===== src/rtl/rria_pkg.sv =====
package rria_pkg;

  localparam int RegCount = 16;
  localparam int IdxW = $clog2(RegCount);
  localparam int DataW = 64;
  localparam int CntW = $clog2(DataW + 1);

  localparam logic [2:0] REQ_PUSH    = 3'd0;
  localparam logic [2:0] REQ_RING    = 3'd1;
  localparam logic [2:0] REQ_IMM_CUR = 3'd2;
  localparam logic [2:0] REQ_CUR_IMM = 3'd3;
  localparam logic [2:0] REQ_IMM_IMM = 3'd4;
  localparam logic [2:0] REQ_ADVANCE = 3'd5;

  localparam logic [3:0] OP_ADD = 4'd0;
  localparam logic [3:0] OP_SUB = 4'd1;
  localparam logic [3:0] OP_MUL = 4'd2;
  localparam logic [3:0] OP_DIV = 4'd3;
  localparam logic [3:0] OP_MOD = 4'd4;
  localparam logic [3:0] OP_SHL = 4'd5;
  localparam logic [3:0] OP_SHR = 4'd6;
  localparam logic [3:0] OP_AND = 4'd7;
  localparam logic [3:0] OP_OR  = 4'd8;
  localparam logic [3:0] OP_XOR = 4'd9;
  localparam logic [3:0] OP_POW = 4'd10;

  localparam logic [1:0] ERR_NONE   = 2'd0;
  localparam logic [1:0] ERR_DIV0   = 2'd1;
  localparam logic [1:0] ERR_NEGEXP = 2'd2;

  typedef struct packed {
    logic [2:0]  req_type;
    logic [3:0]  op;
    logic [63:0] first_value;
    logic [63:0] second_value;
  } in_beat_t;

  typedef struct packed {
    logic [63:0] result_value;
    logic [3:0]  dest_index;
    logic        wrote;
    logic [1:0]  error_code;
    logic [3:0]  ring_position;
  } out_beat_t;

  // controller -> datapath
  typedef struct packed {
    logic load;      // capture request, read ring
    logic operands;  // select operands from ring read data
    logic simple;    // ops that need no iteration
    logic iter;      // one iteration of mul, div or pow
    logic fixup;     // sign fix of quotient, final value select
    logic commit;    // write ring, build result
  } dp_cmd_t;

  // datapath -> controller
  typedef struct packed {
    logic is_compute;
    logic is_iter;
    logic iter_done;
  } dp_stat_t;

endpackage


===== src/rtl/rria_ctrl.sv =====
module rria_ctrl
  import rria_pkg::*;
(
  input  logic     clk,
  input  logic     rst,
  input  logic     in_valid,
  output logic     in_ready,
  output logic     out_valid,
  input  logic     out_ready,
  input  dp_stat_t stat,
  output dp_cmd_t  cmd
);

  typedef enum logic [6:0] {
    S_IDLE  = 7'b0000001,
    S_READ  = 7'b0000010,
    S_OPND  = 7'b0000100,
    S_ITER  = 7'b0001000,
    S_FIX   = 7'b0010000,
    S_WRITE = 7'b0100000,
    S_OUT   = 7'b1000000
  } state_t;

  state_t state, state_next;

  // sequencing
  always_comb begin
    state_next = state;
    cmd = '0;
    case (state)
      S_IDLE: begin
        if (in_valid) begin
          cmd.load = 1'b1;
          state_next = S_READ;
        end
      end
      S_READ: state_next = stat.is_compute ? S_OPND : S_WRITE;
      S_OPND: begin
        cmd.operands = 1'b1;
        state_next = stat.is_iter ? S_ITER : S_WRITE;
        if (!stat.is_iter) cmd.simple = 1'b1;
      end
      S_ITER: begin
        cmd.iter = 1'b1;
        if (stat.iter_done) state_next = S_FIX;
      end
      S_FIX: begin
        cmd.fixup = 1'b1;
        state_next = S_WRITE;
      end
      S_WRITE: begin
        cmd.commit = 1'b1;
        state_next = S_OUT;
      end
      S_OUT: if (out_ready) state_next = S_IDLE;
      default: state_next = S_IDLE;
    endcase
  end

  always_ff @(posedge clk) begin
    if (rst) state <= S_IDLE;
    else state <= state_next;
  end

  assign in_ready  = (state == S_IDLE);
  assign out_valid = (state == S_OUT);

  a_onehot: assert property (@(posedge clk) disable iff (rst) $onehot(state))
    else $error("state not one-hot");
  a_out_after_write: assert property (@(posedge clk) disable iff (rst)
    $rose(out_valid) |-> $past(cmd.commit))
    else $error("result shown without commit");
  a_no_accept_busy: assert property (@(posedge clk) disable iff (rst)
    out_valid |-> !in_ready)
    else $error("accept while result pending");

endmodule


===== config.mk =====
export PLATFORM = sky130hd
export DESIGN_NAME = rria_ctrl
export DESIGN_NICKNAME = d
export VERILOG_FILES = /design/src/rtl/rria_pkg.sv /design/src/rtl/rria_ctrl.sv
export SDC_FILE = /design/constraint.sdc
export NUM_CORES = 1
export LEC_CHECK = 0
export BUFFER_PORTS_ARGS = -buffer_cell sky130_fd_sc_hd__buf_2
export CORE_AREA = 2 2 39 41
export CTS_BUF_LIST = sky130_fd_sc_hd__clkbuf_16
export CTS_CLUSTER_SIZE = 12
export DETAILED_ROUTE_END_ITERATION = 6
export DIE_AREA = 0 0 41 43
export SLEW_MARGIN = 5
export SYNTH_ARGS = -nofsm -noshare
export SYNTH_HDL_FRONTEND = slang
export SYNTH_SLANG_ARGS = --single-unit

===== constraint.sdc =====
create_clock -name clk -period 1.9 [get_ports clk]
set_input_delay 0.19 -clock clk [delete_from_list [all_inputs] [get_ports clk]]
set_output_delay 0.19 -clock clk [all_outputs]
set_load 0.01 [all_outputs]

Yosys cells after proc, flatten, opt, wreduce, memory -nomap -nowiden
Cells that the tools add are included.

Flip-flop bits (word level): 7. Bits of input ports: 7. Output and inout port bits: 8. Logic and storage cells: 25.

Equality and inequality tests: 10. Multiplexer cells: 13. Reductions and logical operators: 1.

Operators by type and width (number): $pmux 7 s7 (1); $mux 7 (3); $mux 6 (2); $eq 7x1->1 const B (1); $eq 7x2->1 const B (1); $eq 7x3->1 const B (1); $eq 7x4->1 const B (1); $eq 7x5->1 const B (1); $eq 7x6->1 const B (1); $eq 7x7->1 const B (1); $mux 1 (6); $ne 2x2->1 const B (2); $reduce_and 3->1 (1); $mux 2 (1); $ne 2x1->1 const B (1).

Depth between registers and ports, before layout
Depth in word-level cells: 3. Mapped depth: 6. Gate-level depth less buffers: 5.

Worst setup path before layout
Ideal clock, no wire load.

Path kind: register to output. Start: register state[3]. End: output out_valid. Arrival: 1.484 ns. Data required time: 1.710 ns. Path slack: 0.226 ns. Stages on the path, launching flop included: 4. Buffers on the path: 0. Cells stage by stage: dfxtp_1 or4_1 or2_2 nor3b_1.

Longest elaborated chain between the ends: 1.

RTL lines: start, declared (line rria_ctrl.sv:24) `state_t state, state_next;`; start signal, assigned (line rria_ctrl.sv:62) `else state <= state_next;`; $eq 7x7->1 (line rria_ctrl.sv:66) `assign out_valid = (state == S_OUT);`; end, declared (line rria_ctrl.sv:8) `output logic out_valid,`.

No other way between the ends.

Worst setup path after layout
Ends and elaborated chain as after synthesis.

==> summary.md <==
| Metric | Value |
|---|---|
| Starting utilization of the core area | 32.2% |
| Residual DRC count | 0 |
| Post-Route Setup TNS | 0 ns |
| Cells after synthesis | 59 |
| Standard-cell row count | 14 |
| Count of routing violations after the opening detailed-route iteration | 10 |
| Post-synthesis sequential element count | 7 |
| Critical-path cell list | or4_4 > or2_4 > nor3b_2 > buf_2 |
| Max Clk Rate | 545 MHz |
| Post-Synthesis Cell Area | 445 um2 |
| Combinational share of power | 15.3% |
| Count of inserted antenna diode cells | 0 |
| Path class of the lowest-slack min-delay path | input pin to flip-flop |
| Antenna-violating nets left | 0 |
| Post-route clock period utilization | 96.6% |
| Flip-flop count of the largest register, all copies and words added | 7 |
| Clock network latency to the later pin of the worst-skew pair | 0.23 ns |
| Share of the synthesized netlist area taken by xor and xnor gates | 1.97% |
| Setup WS pre-CTS | 0.184 ns |
| Largest net degree at the start of global routing | 11 |
| Total cell area at the placement stage | 543 um2 |
| Number of vias after detailed routing | 519 |
| Worst R2R Start | state[6]$_SDFFE_PP0P_ |
| Detailed Route WL | 1250 um |
| Antenna violations before repair | 0 |
| CP required | 1.71 ns |
| Maximum net fanout on the critical path | 4 |
| Residual overflow from global routing | 0 |
| Final critical path time including I/O delays and setup | 1.84 ns |
| LEAKAGE | 0.000299 uW |
| Min Hold Slack | 0.192 ns |
| Launching element type of the critical path | flip-flop |
| I/O pins | 15 |
| Clk pin slew, worst setup/hold paths | 0.04 ns |
| Floorplan die height | 43 um |
| Final standard cell utilization of the core | 47.8% |
| Post-synth ARST share | 0% |
| Power Density | 913 nW/um2 |
| Met3 routed WL | 80 um |
| Simple-Gate Fraction of Synth Area | 49.7% |
| Max incr delay on CP | 0.54 ns |
| Critical register-to-register path endpoint | state[0]$_SDFFE_PP1P_ |
| CORE AREA | 1380 um2 |
| Number of distinct standard cells referenced by the synthesized netlist | 27 |
| Part of the power in registers | 26.0% |
| Uppermost metal layer occupied by signal nets | met4 |
| Layout cells sized above 1 | 38.3% |
| Layout area overhead | 48.6% |
| Total met2 wirelength after detailed routing | 585 um |
| Main synth FF type | sky130_fd_sc_hd__dfxtp_1 |
| Hold violation count in the final report | 0 |
| Routed length on met1 | 565 um |
| Hold Buf Count CTS | 0 |
| Total iterations of the first detailed-routing run | 5 |
| Bufs on Longest Clock Path | 2 |
| Max Clock Skew | 0.00148 ns |
| Worst ir drop on vdd | 0.000840 V |
| Num CTS Buffers | 3 |
| Slowest stage cell on the critical path | sky130_fd_sc_hd__or4_4 |
| Number of enable flip-flop cells after synthesis | 0 |
| Routed wire per std cell | 12.8 um |
| Reg2Reg Setup Slack | 0.26 ns |
| Detailed Place HPWL | 902 um |
| Port Buffer Count | 14 |
| Sequential share of the synthesized area | 31.5% |
| CP endpoint kind | output pin |
| Number of clock sinks | 7 |
| Internal power | 474 uW |
| Largest family of logic cells by synthesized area | simple AND/OR/NAND/NOR gates |
| Switching power share of the total | 21.6% |
| Maximum level of the CTS H-tree | 1 |
| Last element of the critical path | out_valid |
| Share of synthesized area spent on multiplexers | 0% |
| Clock tree from TritonCTS | done |
| Largest Register | state |
| Vias in the first global route | 398 |
| Via/cell ratio | 5.35 |
| Total Die Area | 1760 um2 |
| Commonest non-fill, non-tap cells in the layout | sky130_fd_sc_hd__buf_2 (14), sky130_fd_sc_hd__nor2_1 (8), sky130_fd_sc_hd__buf_4 (6) |
| Clk pwr share | 58.7% |
| CTS root buffer | sky130_fd_sc_hd__clkbuf_16 |
| Syn_nets | 66 |
| Final count of negative-setup-slack endpoints | 0 |
| Maximum capacitance violations | 0 |
| Final non-filler cell area | 662 um2 |
| GRT Resource Usage Total | 14.2% |
| Post-synthesis average cell area | 7.55 um2 |
| Unrepaired setup endpoints after global routing | no |
| Worst Setup SP | state[3]$_SDFFE_PP0P_ |
| Final estimated routing congestion in global placement | 0.846 |
| Depth of the most critical reg-to-reg path | 4 |
| Count of nets after finishing | 89 |
| Number of pins with negative max-slew slack in the final report | 0 |
| Path type of the worst setup path | flip-flop to output pin |
| Status | finished, final reports clean |
| Wire length of the first global-routing pass | 1700 um |
| Compound-gate portion of the synthesized area | 12.6% |
| Slew headroom | 75.9% |
| Most common library cell in the layout ignoring fill and taps | sky130_fd_sc_hd__buf_2 |
| Adder-Cell Fraction of Synth Area | 0% |
| NetSw | 131 uW |
| Yosys warning total | 0 |
| Worst setup slack after layout | 0.0649 ns |
| Data arrival at the endpoint of the critical path | 1.65 ns |
| Worst Tran Pin Value | 0.361 ns |
| Biggest registers after layout | state (7) |
| Die X-Extent | 41 um |
[synthesized netlist by cell type (2+ instances only)]
cell | number | share of area (%)
sky130_fd_sc_hd__nor2_1 | 8 | 6.7
sky130_fd_sc_hd__dfxtp_1 | 7 | 31
sky130_fd_sc_hd__nor2b_1 | 5 | 7.0
sky130_fd_sc_hd__nor3_1 | 5 | 5.6
sky130_fd_sc_hd__nand3_1 | 4 | 4.5
sky130_fd_sc_hd__nand2_1 | 3 | 2.5
sky130_fd_sc_hd__nor4_1 | 3 | 4.2
sky130_fd_sc_hd__a21oi_1 | 2 | 2.2
sky130_fd_sc_hd__and3_1 | 2 | 2.8
sky130_fd_sc_hd__buf_4 | 2 | 3.4
sky130_fd_sc_hd__nor3b_1 | 2 | 3.4
[per-stage QoR]
step	cells	total power, uW
after floorplan	59	211
after global placement	90	245
after detailed placement	90	245
after CTS	94	603
after global routing	97	627
final	97	604
[power groups by stage]
stage               clock network, uW  logic (uW)  registers, uW
floorplan                           0        46.9            164
global placement                    0        84.5            160
detailed placement                  0        85.3            160
CTS                               358        87.7            157
global route                      371        98.7            157
finish                            355        92.5            157
[layer usage]
metal / vias to the layer above / track usage [%]
li1: 261 / -
met1: 239 / 19.1
met2: 17 / 20.0
met3: 2 / 6.81
met4: 0 / 3.33
met5: - / 0
[timing repair]
action,CTS,global route
gates resized for setup,3,3
buffers inserted,0,3
cloned,0,0
endpoints found under the setup margin,1,1
[cell type report]
| cell class | count | area, um2 |
|---|---|---|
| Tap cell | 16 | 20.0 |
| Fill cell | 136 | 722 |
| Inverter | 1 | 3.75 |
| Clock inverter | 1 | 5.00 |
| Multi-Input combinational cell | 49 | 298 |
| Sequential cell | 7 | 145 |
| Timing Repair Buffer | 20 | 115 |
| Clock buffer | 3 | 75.1 |
[cell families after synthesis]
family	count (synthesis)
AND/OR/NAND/NOR	40
AO/OA/AOI/OAI	8
flip-flops	7
buffers and inverters	3
XOR/XNOR	1
[worst min path at each step]
stage	start	to	cells after the start
finish	rst	state[5]$_SDFFE_PP0P_	2
global route	rst	state[5]$_SDFFE_PP0P_	2
CTS	rst	state[3]$_SDFFE_PP0P_	2
detailed placement	rst	state[5]$_SDFFE_PP0P_	2
global placement	rst	state[1]$_SDFFE_PP0P_	2
floorplan	rst	state[3]$_SDFFE_PP0P_	1
[critical path, delay by kind of cell, from the launching register on]
kind / cells / cell delay (ns)
simple gates: 3 / 0.93
buf+inv: 1 / 0.14
flops: 1 / 0.35
Note: power is estimated with default switching activity, not from simulation.
